**src/hw/rtl/lctw_pkg.sv**
```systemverilog
// Shared constants, types and control structs of the load-cell tare and weigh block.
`timescale 1ns / 1ps

package lctw_pkg;

  // Converter code and fixed-point layout (24.8).
  localparam int SAMPLE_BITS = 24;
  localparam int FRAC_BITS   = 8;
  localparam int MAX_GROUP   = 10;
  localparam int CAL_DIVISOR = 10;

  localparam int SPR_W      = 4;
  localparam int THR_W      = 24;
  localparam int CNT8_W     = 8;
  localparam int GROUP_W    = 4;
  localparam int SUM_W      = SAMPLE_BITS + GROUP_W;
  localparam int TARE_W     = SAMPLE_BITS + FRAC_BITS;
  localparam int DIVIDEND_W = SUM_W + FRAC_BITS;
  localparam int DIVISOR_W  = 4;
  localparam int WEIGHT_W   = DIVIDEND_W + 2;

  // Configuration port.
  localparam int APB_ADDR_W = 5;
  localparam int APB_DATA_W = 32;

  // Queue depths.
  localparam int unsigned IN_DEPTH_DEF  = 4;
  localparam int unsigned OUT_DEPTH_DEF = 2;

  // Register reset values.
  localparam logic [SPR_W-1:0]  SPR_RESET  = SPR_W'(10);
  localparam logic [THR_W-1:0]  THR_RESET  = THR_W'(5000);
  localparam logic [THR_W-1:0]  TMIN_RESET = THR_W'(3000);
  localparam logic [CNT8_W-1:0] WARM_RESET = CNT8_W'(30);
  localparam logic [CNT8_W-1:0] CAL_RESET  = CNT8_W'(180);

  typedef enum logic [2:0] {
    REG_SAMPLES_PER_READING = 3'd0,
    REG_CHANGE_THRESHOLD    = 3'd1,
    REG_TARE_MINIMUM        = 3'd2,
    REG_WARMUP_SAMPLES      = 3'd3,
    REG_CALIBRATION_SAMPLES = 3'd4
  } reg_idx_e;

  typedef enum logic [1:0] {
    PH_CAL,
    PH_READY,
    PH_FAIL
  } phase_e;

  typedef enum logic [2:0] {
    ST_IDLE,
    ST_DISPATCH,
    ST_DIV,
    ST_CAL_END,
    ST_DIFF,
    ST_REPORT
  } back_state_e;

  typedef struct packed {
    logic [SPR_W-1:0]  spr;
    logic [THR_W-1:0]  thr;
    logic [THR_W-1:0]  tmin;
    logic [CNT8_W-1:0] warm;
    logic [CNT8_W-1:0] cal;
  } cfg_t;

  typedef struct packed {
    logic                  start;
    logic [DIVIDEND_W-1:0] dividend;
    logic [DIVISOR_W-1:0]  divisor;
  } div_req_t;

  typedef struct packed {
    logic                  done;
    logic [DIVIDEND_W-1:0] quotient;
  } div_rsp_t;

endpackage

```
**src/hw/rtl/lctw_fifo.sv**
```systemverilog
// Small first-in first-out queue used on the input side and the result side.
`timescale 1ns / 1ps

module lctw_fifo
  import lctw_pkg::*;
#(
  parameter int unsigned WIDTH = SAMPLE_BITS,
  parameter int unsigned DEPTH = IN_DEPTH_DEF
) (
  input  logic             clk_i,
  input  logic             rst_ni,
  input  logic             push_i,
  input  logic [WIDTH-1:0] data_i,
  output logic             full_o,
  input  logic             pop_i,
  output logic [WIDTH-1:0] data_o,
  output logic             empty_o
);

  localparam int AW = (DEPTH > 1) ? $clog2(DEPTH) : 1;
  localparam int CW = $clog2(DEPTH + 1);

  logic [WIDTH-1:0] mem_q [DEPTH];
  logic [AW-1:0]    wr_ptr_q, wr_ptr_d;
  logic [AW-1:0]    rd_ptr_q, rd_ptr_d;
  logic [CW-1:0]    count_q, count_d;
  logic             push_ok;
  logic             pop_ok;

  assign full_o  = (count_q == CW'(DEPTH));
  assign empty_o = (count_q == '0);
  assign push_ok = push_i && !full_o;
  assign pop_ok  = pop_i && !empty_o;
  assign data_o  = mem_q[rd_ptr_q];

  // Pointer and fill-count update with wrap at the queue depth.
  always_comb begin
    wr_ptr_d = wr_ptr_q;
    rd_ptr_d = rd_ptr_q;
    count_d  = count_q;
    if (push_ok) begin
      wr_ptr_d = (wr_ptr_q == AW'(DEPTH - 1)) ? '0 : wr_ptr_q + AW'(1);
    end
    if (pop_ok) begin
      rd_ptr_d = (rd_ptr_q == AW'(DEPTH - 1)) ? '0 : rd_ptr_q + AW'(1);
    end
    if (push_ok && !pop_ok) begin
      count_d = count_q + CW'(1);
    end else if (!push_ok && pop_ok) begin
      count_d = count_q - CW'(1);
    end
  end

  always_ff @(posedge clk_i or negedge rst_ni) begin
    if (!rst_ni) begin
      wr_ptr_q <= '0;
      rd_ptr_q <= '0;
      count_q  <= '0;
    end else begin
      wr_ptr_q <= wr_ptr_d;
      rd_ptr_q <= rd_ptr_d;
      count_q  <= count_d;
    end
  end

  // Storage is written at the write pointer only.
  always_ff @(posedge clk_i) begin
    if (push_ok) begin
      mem_q[wr_ptr_q] <= data_i;
    end
  end

endmodule

```
**src/hw/rtl/lctw_div.sv**
```systemverilog
// Iterative restoring divider, two quotient bits per cycle, narrow divisor.
`timescale 1ns / 1ps

module lctw_div
  import lctw_pkg::*;
(
  input  logic     clk_i,
  input  logic     rst_ni,
  input  div_req_t req_i,
  output div_rsp_t rsp_o
);

  localparam int BITS_PER_CYCLE = 2;
  localparam int STEPS          = DIVIDEND_W / BITS_PER_CYCLE;
  localparam int CNT_W          = $clog2(STEPS + 1);

  logic                  busy_q;
  logic                  done_q;
  logic [CNT_W-1:0]      cnt_q;
  logic [DIVISOR_W-1:0]  rem_q, rem_step;
  logic [DIVIDEND_W-1:0] quo_q, quo_step;
  logic [DIVISOR_W-1:0]  div_q;

  // Two restoring steps: the dividend shifts out at the top while quotient bits shift in.
  always_comb begin : step_calc
    logic [DIVISOR_W:0]    trial;
    logic [DIVISOR_W-1:0]  rem_v;
    logic [DIVIDEND_W-1:0] quo_v;
    rem_v = rem_q;
    quo_v = quo_q;
    trial = '0;
    for (int i = 0; i < BITS_PER_CYCLE; i++) begin
      trial = {rem_v, quo_v[DIVIDEND_W-1]};
      quo_v = {quo_v[DIVIDEND_W-2:0], 1'b0};
      if (trial >= {1'b0, div_q}) begin
        trial    = trial - {1'b0, div_q};
        quo_v[0] = 1'b1;
      end
      rem_v = trial[DIVISOR_W-1:0];
    end
    rem_step = rem_v;
    quo_step = quo_v;
  end

  // Control: step counter and a one-cycle done pulse.
  always_ff @(posedge clk_i or negedge rst_ni) begin
    if (!rst_ni) begin
      busy_q <= 1'b0;
      done_q <= 1'b0;
      cnt_q  <= '0;
    end else if (req_i.start) begin
      busy_q <= 1'b1;
      done_q <= 1'b0;
      cnt_q  <= CNT_W'(STEPS);
    end else if (busy_q) begin
      cnt_q <= cnt_q - CNT_W'(1);
      if (cnt_q == CNT_W'(1)) begin
        busy_q <= 1'b0;
        done_q <= 1'b1;
      end
    end else begin
      done_q <= 1'b0;
    end
  end

  // Datapath registers.
  always_ff @(posedge clk_i) begin
    if (req_i.start) begin
      quo_q <= req_i.dividend;
      rem_q <= '0;
      div_q <= req_i.divisor;
    end else if (busy_q) begin
      quo_q <= quo_step;
      rem_q <= rem_step;
    end
  end

  assign rsp_o.done     = done_q;
  assign rsp_o.quotient = quo_q;

endmodule

```
**src/hw/rtl/lctw_back.sv**
```systemverilog
// Sequencer that runs calibration, group averaging and change detection on queued samples.
`timescale 1ns / 1ps

module lctw_back
  import lctw_pkg::*;
(
  input  logic                   clk_i,
  input  logic                   rst_ni,
  input  cfg_t                   cfg_i,
  input  logic                   in_valid_i,
  input  logic [SAMPLE_BITS-1:0] in_sample_i,
  output logic                   in_pop_o,
  input  logic                   out_full_i,
  output logic                   out_push_o,
  output logic [SAMPLE_BITS-1:0] out_weight_o,
  output div_req_t               div_req_o,
  input  div_rsp_t               div_rsp_i
);

  back_state_e              state_q, state_d;
  phase_e                   phase_q, phase_d;
  logic [CNT8_W-1:0]        cal_cnt_q, cal_cnt_d;
  logic [TARE_W-1:0]        tare_q, tare_d;
  logic [SUM_W-1:0]         sum_q, sum_d;
  logic [GROUP_W-1:0]       grp_q, grp_d;
  logic [TARE_W-1:0]        last_q, last_d;
  logic [SAMPLE_BITS-1:0]   sample_q, sample_d;
  logic [WEIGHT_W-1:0]      weight_q, weight_d;
  logic [WEIGHT_W-1:0]      diff_q, diff_d;

  logic [CNT8_W-1:0]        cal_cnt_inc;
  logic                     is_warmup;
  logic [SUM_W-1:0]         sum_inc;
  logic [GROUP_W-1:0]       grp_inc;
  logic [GROUP_W-1:0]       grp_n;
  logic                     group_done;
  logic [DIVIDEND_W-1:0]    cal_dividend;
  logic [DIVIDEND_W-1:0]    avg_dividend;
  logic [WEIGHT_W-1:0]      weight_calc;
  logic [WEIGHT_W-1:0]      diff_mag;
  logic                     over_thr;
  logic [TARE_W-1:0]        new_last;
  logic                     take_item;

  // Counters and operands derived from the current state.
  assign cal_cnt_inc  = cal_cnt_q + CNT8_W'(1);
  assign is_warmup    = (cal_cnt_inc <= cfg_i.warm);
  assign sum_inc      = sum_q + SUM_W'(sample_q);
  assign grp_inc      = grp_q + GROUP_W'(1);
  assign grp_n        = (cfg_i.spr == '0) ? GROUP_W'(1) :
                        (cfg_i.spr > SPR_W'(MAX_GROUP)) ? GROUP_W'(MAX_GROUP) :
                        GROUP_W'(cfg_i.spr);
  assign group_done   = (grp_inc >= grp_n);
  assign cal_dividend = (DIVIDEND_W'(tare_q) << 1) +
                        (DIVIDEND_W'(sample_q) << (FRAC_BITS + 3));
  assign avg_dividend = {sum_inc, {FRAC_BITS{1'b0}}};
  assign weight_calc  = WEIGHT_W'(div_rsp_i.quotient) - WEIGHT_W'(tare_q);
  assign diff_mag     = diff_q[WEIGHT_W-1] ? (~diff_q + WEIGHT_W'(1)) : diff_q;
  assign over_thr     = (diff_mag > WEIGHT_W'({cfg_i.thr, {FRAC_BITS{1'b0}}}));
  assign new_last     = weight_q[WEIGHT_W-1] ? '0 : weight_q[TARE_W-1:0];
  assign take_item    = in_valid_i && !out_full_i;

  // Next state.
  always_comb begin
    state_d = state_q;
    unique case (state_q)
      ST_IDLE: begin
        if (take_item) begin
          state_d = ST_DISPATCH;
        end
      end
      ST_DISPATCH: begin
        unique case (phase_q)
          PH_CAL:   state_d = is_warmup ? ST_CAL_END : ST_DIV;
          PH_READY: state_d = group_done ? ST_DIV : ST_IDLE;
          default:  state_d = ST_IDLE;
        endcase
      end
      ST_DIV: begin
        if (div_rsp_i.done) begin
          state_d = (phase_q == PH_CAL) ? ST_CAL_END : ST_DIFF;
        end
      end
      ST_CAL_END: state_d = ST_IDLE;
      ST_DIFF:    state_d = ST_REPORT;
      ST_REPORT:  state_d = ST_IDLE;
      default:    state_d = ST_IDLE;
    endcase
  end

  // Outputs of the sequencer: queue handshakes and divider requests.
  always_comb begin
    in_pop_o           = 1'b0;
    out_push_o         = 1'b0;
    div_req_o.start    = 1'b0;
    div_req_o.dividend = avg_dividend;
    div_req_o.divisor  = grp_n;
    unique case (state_q)
      ST_IDLE: begin
        in_pop_o = take_item;
      end
      ST_DISPATCH: begin
        if (phase_q == PH_CAL) begin
          div_req_o.start    = !is_warmup;
          div_req_o.dividend = cal_dividend;
          div_req_o.divisor  = DIVISOR_W'(CAL_DIVISOR);
        end else if (phase_q == PH_READY) begin
          div_req_o.start = group_done;
        end
      end
      ST_REPORT: begin
        out_push_o = over_thr;
      end
      default: begin
      end
    endcase
  end

  assign out_weight_o = new_last[TARE_W-1:FRAC_BITS];

  // Datapath updates.
  always_comb begin
    phase_d   = phase_q;
    cal_cnt_d = cal_cnt_q;
    tare_d    = tare_q;
    sum_d     = sum_q;
    grp_d     = grp_q;
    last_d    = last_q;
    sample_d  = sample_q;
    weight_d  = weight_q;
    diff_d    = diff_q;
    case (state_q)
      ST_IDLE: begin
        if (take_item) begin
          sample_d = in_sample_i;
        end
      end
      ST_DISPATCH: begin
        if (phase_q == PH_CAL) begin
          cal_cnt_d = cal_cnt_inc;
          if (is_warmup) begin
            tare_d = {sample_q, {FRAC_BITS{1'b0}}};
          end
        end else if (phase_q == PH_READY) begin
          if (group_done) begin
            sum_d = '0;
            grp_d = '0;
          end else begin
            sum_d = sum_inc;
            grp_d = grp_inc;
          end
        end
      end
      ST_DIV: begin
        if (div_rsp_i.done) begin
          if (phase_q == PH_CAL) begin
            tare_d = div_rsp_i.quotient[TARE_W-1:0];
          end else begin
            weight_d = weight_calc;
          end
        end
      end
      ST_CAL_END: begin
        // Calibration ends once the count reaches the configured length.
        if (cal_cnt_q >= cfg_i.cal) begin
          phase_d = (tare_q > {cfg_i.tmin, {FRAC_BITS{1'b0}}}) ? PH_READY : PH_FAIL;
        end
      end
      ST_DIFF: begin
        diff_d = weight_q - WEIGHT_W'(last_q);
      end
      ST_REPORT: begin
        if (over_thr) begin
          last_d = new_last;
        end
      end
      default: begin
      end
    endcase
  end

  always_ff @(posedge clk_i or negedge rst_ni) begin
    if (!rst_ni) begin
      state_q   <= ST_IDLE;
      phase_q   <= PH_CAL;
      cal_cnt_q <= '0;
      tare_q    <= '0;
      sum_q     <= '0;
      grp_q     <= '0;
      last_q    <= '0;
    end else begin
      state_q   <= state_d;
      phase_q   <= phase_d;
      cal_cnt_q <= cal_cnt_d;
      tare_q    <= tare_d;
      sum_q     <= sum_d;
      grp_q     <= grp_d;
      last_q    <= last_d;
    end
  end

  always_ff @(posedge clk_i) begin
    sample_q <= sample_d;
    weight_q <= weight_d;
    diff_q   <= diff_d;
  end

endmodule

```
**src/hw/rtl/load_cell_tare_and_weigh.sv**
```systemverilog
// Top level of the load-cell tare and weigh block: queues, configuration registers, sequencer.
`timescale 1ns / 1ps

// Each item is one raw converter code; its top bit is flipped to form an offset-binary
// sample, which waits in the input queue until the sequencer takes it. The first
// calibration samples set the tare, after which the block either weighs or stays failed
// and swallows every item without a result. When weighing, every group of
// samples_per_reading items (zero taken as one, at most 10) gives one average; a result
// item is queued only when the weight above tare moves by more than change_threshold
// counts (kg = counts / 100000). In the sequencer, an item that falls inside a group or
// arrives after a failed calibration passes through dispatch only, and a warmup sample
// also through the calibration end state. An item that refines the tare or closes a
// group waits on the shared divider: it retires two quotient bits per cycle over a
// 36-bit dividend and holds the sequencer until done. Configuration registers should be
// written only while the block is idle.
module load_cell_tare_and_weigh
  import lctw_pkg::*;
#(
  parameter int unsigned IN_DEPTH  = IN_DEPTH_DEF,
  parameter int unsigned OUT_DEPTH = OUT_DEPTH_DEF
) (
  input  logic                   clk_i,
  input  logic                   rst_ni,
  // Input queue side.
  input  logic                   push,
  output logic                   full,
  input  logic [SAMPLE_BITS-1:0] raw_code_i,
  // Result queue side.
  output logic                   empty,
  input  logic                   pop,
  output logic [SAMPLE_BITS-1:0] weight_counts_o,
  // Configuration port.
  input  logic                   psel,
  input  logic                   penable,
  input  logic                   pwrite,
  input  logic [APB_ADDR_W-1:0]  paddr,
  input  logic [APB_DATA_W-1:0]  pwdata,
  output logic [APB_DATA_W-1:0]  prdata,
  output logic                   pready
);

  cfg_t                   cfg_q, cfg_d;
  logic                   cfg_write;
  reg_idx_e               cfg_idx;
  logic [SAMPLE_BITS-1:0] sample_in;
  logic [SAMPLE_BITS-1:0] sample_head;
  logic                   in_empty;
  logic                   in_pop;
  logic                   out_full;
  logic                   out_push;
  logic [SAMPLE_BITS-1:0] out_weight;
  div_req_t               div_req;
  div_rsp_t               div_rsp;

  // Configuration registers.
  assign pready    = 1'b1;
  assign cfg_write = psel && penable && pwrite && pready;
  assign cfg_idx   = reg_idx_e'(paddr[APB_ADDR_W-1:2]);

  always_comb begin
    cfg_d = cfg_q;
    if (cfg_write) begin
      unique case (cfg_idx)
        REG_SAMPLES_PER_READING: cfg_d.spr  = pwdata[SPR_W-1:0];
        REG_CHANGE_THRESHOLD:    cfg_d.thr  = pwdata[THR_W-1:0];
        REG_TARE_MINIMUM:        cfg_d.tmin = pwdata[THR_W-1:0];
        REG_WARMUP_SAMPLES:      cfg_d.warm = pwdata[CNT8_W-1:0];
        REG_CALIBRATION_SAMPLES: cfg_d.cal  = pwdata[CNT8_W-1:0];
        default: begin
        end
      endcase
    end
  end

  always_comb begin
    unique case (cfg_idx)
      REG_SAMPLES_PER_READING: prdata = APB_DATA_W'(cfg_q.spr);
      REG_CHANGE_THRESHOLD:    prdata = APB_DATA_W'(cfg_q.thr);
      REG_TARE_MINIMUM:        prdata = APB_DATA_W'(cfg_q.tmin);
      REG_WARMUP_SAMPLES:      prdata = APB_DATA_W'(cfg_q.warm);
      REG_CALIBRATION_SAMPLES: prdata = APB_DATA_W'(cfg_q.cal);
      default:                 prdata = '0;
    endcase
  end

  always_ff @(posedge clk_i or negedge rst_ni) begin
    if (!rst_ni) begin
      cfg_q.spr  <= SPR_RESET;
      cfg_q.thr  <= THR_RESET;
      cfg_q.tmin <= TMIN_RESET;
      cfg_q.warm <= WARM_RESET;
      cfg_q.cal  <= CAL_RESET;
    end else begin
      cfg_q <= cfg_d;
    end
  end

  // Front: convert the two's-complement code to offset binary and queue it.
  assign sample_in = {~raw_code_i[SAMPLE_BITS-1], raw_code_i[SAMPLE_BITS-2:0]};

  lctw_fifo #(
    .WIDTH(SAMPLE_BITS),
    .DEPTH(IN_DEPTH)
  ) u_in_queue (
    .clk_i  (clk_i),
    .rst_ni (rst_ni),
    .push_i (push),
    .data_i (sample_in),
    .full_o (full),
    .pop_i  (in_pop),
    .data_o (sample_head),
    .empty_o(in_empty)
  );

  // Back: sequencer and shared divider.
  lctw_back u_back (
    .clk_i       (clk_i),
    .rst_ni      (rst_ni),
    .cfg_i       (cfg_q),
    .in_valid_i  (!in_empty),
    .in_sample_i (sample_head),
    .in_pop_o    (in_pop),
    .out_full_i  (out_full),
    .out_push_o  (out_push),
    .out_weight_o(out_weight),
    .div_req_o   (div_req),
    .div_rsp_i   (div_rsp)
  );

  lctw_div u_div (
    .clk_i (clk_i),
    .rst_ni(rst_ni),
    .req_i (div_req),
    .rsp_o (div_rsp)
  );

  // Result queue.
  lctw_fifo #(
    .WIDTH(SAMPLE_BITS),
    .DEPTH(OUT_DEPTH)
  ) u_out_queue (
    .clk_i  (clk_i),
    .rst_ni (rst_ni),
    .push_i (out_push),
    .data_i (out_weight),
    .full_o (out_full),
    .pop_i  (pop),
    .data_o (weight_counts_o),
    .empty_o(empty)
  );

endmodule

```
**config.mk**
```make
export PLATFORM = sky130hd
export DESIGN_NAME = load_cell_tare_and_weigh
export DESIGN_NICKNAME = d
export VERILOG_FILES = /design/src/hw/rtl/lctw_pkg.sv /design/src/hw/rtl/lctw_fifo.sv /design/src/hw/rtl/lctw_div.sv /design/src/hw/rtl/lctw_back.sv /design/src/hw/rtl/load_cell_tare_and_weigh.sv
export SDC_FILE = /design/constraint.sdc
export NUM_CORES = 1
export LEC_CHECK = 0
export BUFFER_PORTS_ARGS = -buffer_cell sky130_fd_sc_hd__buf_2
export CAP_MARGIN = 20
export CORE_MARGIN = 8
export CORE_UTILIZATION = 45
export CTS_CLUSTER_DIAMETER = 120
export DETAILED_ROUTE_END_ITERATION = 7
export PLACE_DENSITY = 0.65
export SETUP_SLACK_MARGIN = 0.15
export SLEW_MARGIN = 15
export SYNTH_ARGS = -nofsm -noshare
export SYNTH_HDL_FRONTEND = slang
export SYNTH_SLANG_ARGS = --single-unit
```
**constraint.sdc**
```tcl
create_clock -name clk_i -period 5.4 [get_ports clk_i]
set_input_delay 0.54 -clock clk_i [delete_from_list [all_inputs] [get_ports clk_i]]
set_output_delay 0.54 -clock clk_i [all_outputs]
set_load 0.005 [all_outputs]
```
==> impl_metrics.toml <==
[clock_network]
numCtsBuffers = 54
cts_tree = "yes"
clkLatencyLatePin_ps = 610
htreeDepth = 2
path_clk_slew_ps = 60
ctsRootBufferMaster = "clkbuf_16"
clock_path_buffers = 3
cts.sinks = 482

[route]
routed_wl_um = 66270
drtIter0Drc = 1322
vias_per_cell = 5.636
drc = 0
routedWlPerCell_um = 19.35
dr.pass1.iters = 5
drtAntennaViolNets = 0
vias = 19303

[synth]
synth_top_area_cell = "edfxtp_1"
synthCells = 2490
synth_top_area_share_pct = 31.49
syn-cell-area_um2 = 26990
synth.most_common_cell = "edfxtp_1"
synth_edf_count = 283
ys.flop_type = "edfxtp_1"
syn_avg_cell_area_um2 = 10.84
ys_types = 84
yosys_register_bits = 482
synth.cells.most_frequent = "283 x edfxtp_1, 244 x nand2_1, 201 x o21ai_0"
async_flop_share_pct = 40.46
seq_area_frac_synth_pct = 49.97
ys_top_cells_by_area = "edfxtp_1 31%, dfrtp_1 16%, ha_1 9.1%, o21ai_0 3.7%, xnor2_1 3.7%"
ys.warnings.count = 0

[global_route]
grt_max_degree = 113
grt_overflow_total = 0
antenna_found_initial = 0
grt_pass1_vias = 19229
track_usage_pct = 19.26
grt_pass1_wl_um = 104800

[timing]
timing.hold.ws_ps = 149.5
clock-skew-final_ps = 20.81
slew-limit-headroom_pct = 30.69
tightestPinTransition_ps = 1040
period_needed_ps = 5059
hold_viol = 0
post-route-period-util_pct = 93.69
rsz0062_at_grt = "false"
clock.fmax_ghz = 0.1977
finalSetupViolCount = 0
drv_slew = 0
finalSetupTns_ps = 0

[place]
postPlaceCellArea_um2 = 28440
numPortBuffers = 107
hpwl_um = 49430
gp_congestion = 0.9030

[power_and_ir_drop]
power.clock.fraction_pct = 25.3
ir_drop_v = 0.0003259
p_seq_share_pct = 36.0
p_int_w = 0.009744
comb_power_share_pct = 38.7
p_sw_w = 0.005690
p_sw_share_pct = 36.87
p_leak_nw = 12.64
power_density_nw_per_um2 = 507.0

[critical_path]
cp.required_ps = 5920
cp-end-kind = "flop"
worstSetupPathType = "reg -> reg"
arrival_ps = 5580
path_max_fanout = 6
start_kind = "flop"

[floorplanning]
io-pin-count = 127
core_area_um2 = 59130
die_y_um = 260.9
start_util_pct = 45.64
dieArea_um2 = 68070
die_w_um = 260.9
num_rows = 89

[final_layout]
multi_input_area_um2 = 12530
drive_gt1_share_pct = 13.61
nets = 2878
regArea_um2 = 13490
design_area_um2 = 30440
area_growth_pct = 12.78
n_antenna_cell = 0
fillers = 5171

[flow_run]
cap_violations = 0

[outcome]
status = "finished, final reports clean"

[min_path]
min_path_type = "in -> reg"
[worst max-delay path, stage by stage (launching register included)]
cell	delay (ps)
edfxtp_1	440
nor4_2	320
nand4_1	200
or3_1	380
or3_1	350
or3_4	380
o31ai_2	240
xnor2_1	120
ha_1	280
and4_1	230
nor4bb_4	350
nand3_1	170
o41ai_2	320
a21oi_2	120
o21a_2	260
and2_1	200
ha_1	190
xor2_1	140
nor2_1	110
xor2_1	160
[metal layers]
metal	global-route usage [%]	wire, um	vias to the layer above
met5	0	0	-
met4	6.809	2156	0
met1	24.90	29240	9490
met2	33.15	32040	450
li1	-	-	9266
met3	2.405	2844	97
[stage by stage]
| step | std cells | worst slack [ps] | utilization (%) | total power (W) |
|---|---|---|---|---|
| detailed placement | 3317 | 34.60 | 48.09 | 0.01154 |
| global route | 3425 | 147.6 | 51.48 | 0.01640 |
| floorplan | 2497 | 172.3 | - | 0.009747 |
| finish | 3425 | 340.6 | 51.48 | 0.01543 |
| CTS | 3421 | 166.6 | 51.36 | 0.01552 |
| global placement | 3315 | 228.7 | 48.06 | 0.01135 |
[power by group through the flow]
stage | clock network [W] | logic [W] | registers, W
after floorplan | 0 | 0.00450 | 0.00524
after global placement | 0 | 0.00574 | 0.00561
after CTS | 0.00399 | 0.00597 | 0.00556
after global routing | 0.00413 | 0.00664 | 0.00564
after detailed placement | 0 | 0.00592 | 0.00562
final | 0.00390 | 0.00597 | 0.00556
[final timing paths]
| path | from | to | slack (ps) | cells past startpoint |
|---|---|---|---|---|
| min in group asynchronous | rst_ni | cfg_q[41]$_DFFE_PN0P_ | 550 | 2 |
| worst max-delay path | u_back.diff_q[13]$_DFFE_PP_ | u_out_queue.count_q[1]$_DFFE_PN0P_ | 340 | 19 |
| worst min register to register | u_in_queue.count_q[2]$_DFFE_PN0P_ | u_in_queue.count_q[2]$_DFFE_PN0P_ | 490 | 1 |
| max in group asynchronous | rst_ni | u_back.sum_q[14]$_DFFE_PN0P_ | 3620 | 3 |
| worst min-delay path | pwdata[21] | cfg_q[37]$_DFFE_PN0P_ | 150 | 3 |
| worst max register to register | u_back.diff_q[13]$_DFFE_PP_ | u_out_queue.count_q[1]$_DFFE_PN0P_ | 340 | 19 |
[placed cells by master (no fill, tap or decap), types with 22 or more instances in the layout]
| cell type | n |
|---|---|
| edfxtp_1 | 283 |
| nand2_1 | 244 |
| o21ai_0 | 200 |
| ha_1 | 197 |
| inv_1 | 182 |
| dfrtp_1 | 173 |
| a21oi_1 | 135 |
| nor2_1 | 126 |
| xnor2_1 | 113 |
| buf_2 | 106 |
| clkbuf_16 | 55 |
| a21o_1 | 53 |
| nor2b_1 | 52 |
| xor2_1 | 42 |
| mux2_2 | 38 |
| nand3_1 | 34 |
| a22o_1 | 32 |
| o21a_1 | 32 |
| mux2i_1 | 32 |
| buf_4 | 31 |
| nor3_1 | 29 |
| o21ai_1 | 25 |
| mux4_2 | 24 |
| dfstp_2 | 22 |
[cell type report]
type	count	area share (%)
Clock buffer	72	4.797
Clock inverter	30	1.426
Multi-Input combinational cell	1742	41.15
Timing Repair Buffer	144	2.898
Tap cell	773	3.177
Inverter	182	2.244
Sequential cell	482	44.30
[flip-flops by register name (all words and copies together) (netlist names), 5 cells and up]
register           count
u_div.cnt_q            5
u_out_queue.mem_q     48
u_back.sum_q          28
u_back.diff_q         38
u_back.tare_q         32
u_in_queue.mem_q      96
u_back.last_q         32
u_back.sample_q       24
u_div.quo_q           36
cfg_q                 68
u_back.weight_q       37
u_back.cal_cnt_q       8
[cells by family (layout without fill, tap and decap cells)]
family,after synthesis,in the layout,synth area share (%)
AOI/OAI and AO/OA,654,654,15.33
xor gates and xnor gates,155,155,5.030
adders and majority gates,205,205,9.689
buffers and inverters,273,428,4.089
DFF,482,482,49.97
muxes,95,95,4.817
other,2,9,0.02783
and+or+nand+nor,624,624,11.05
[what timing repair did]
item                                    CTS  global route
hold buffers                              1             0
gates resized for setup                   3             9
buffers inserted                          1             4
endpoints found under the setup margin   26            52
endpoints found under the hold margin     2             0
pin swaps                                 2             5
(Power assumes the default switching activity.)
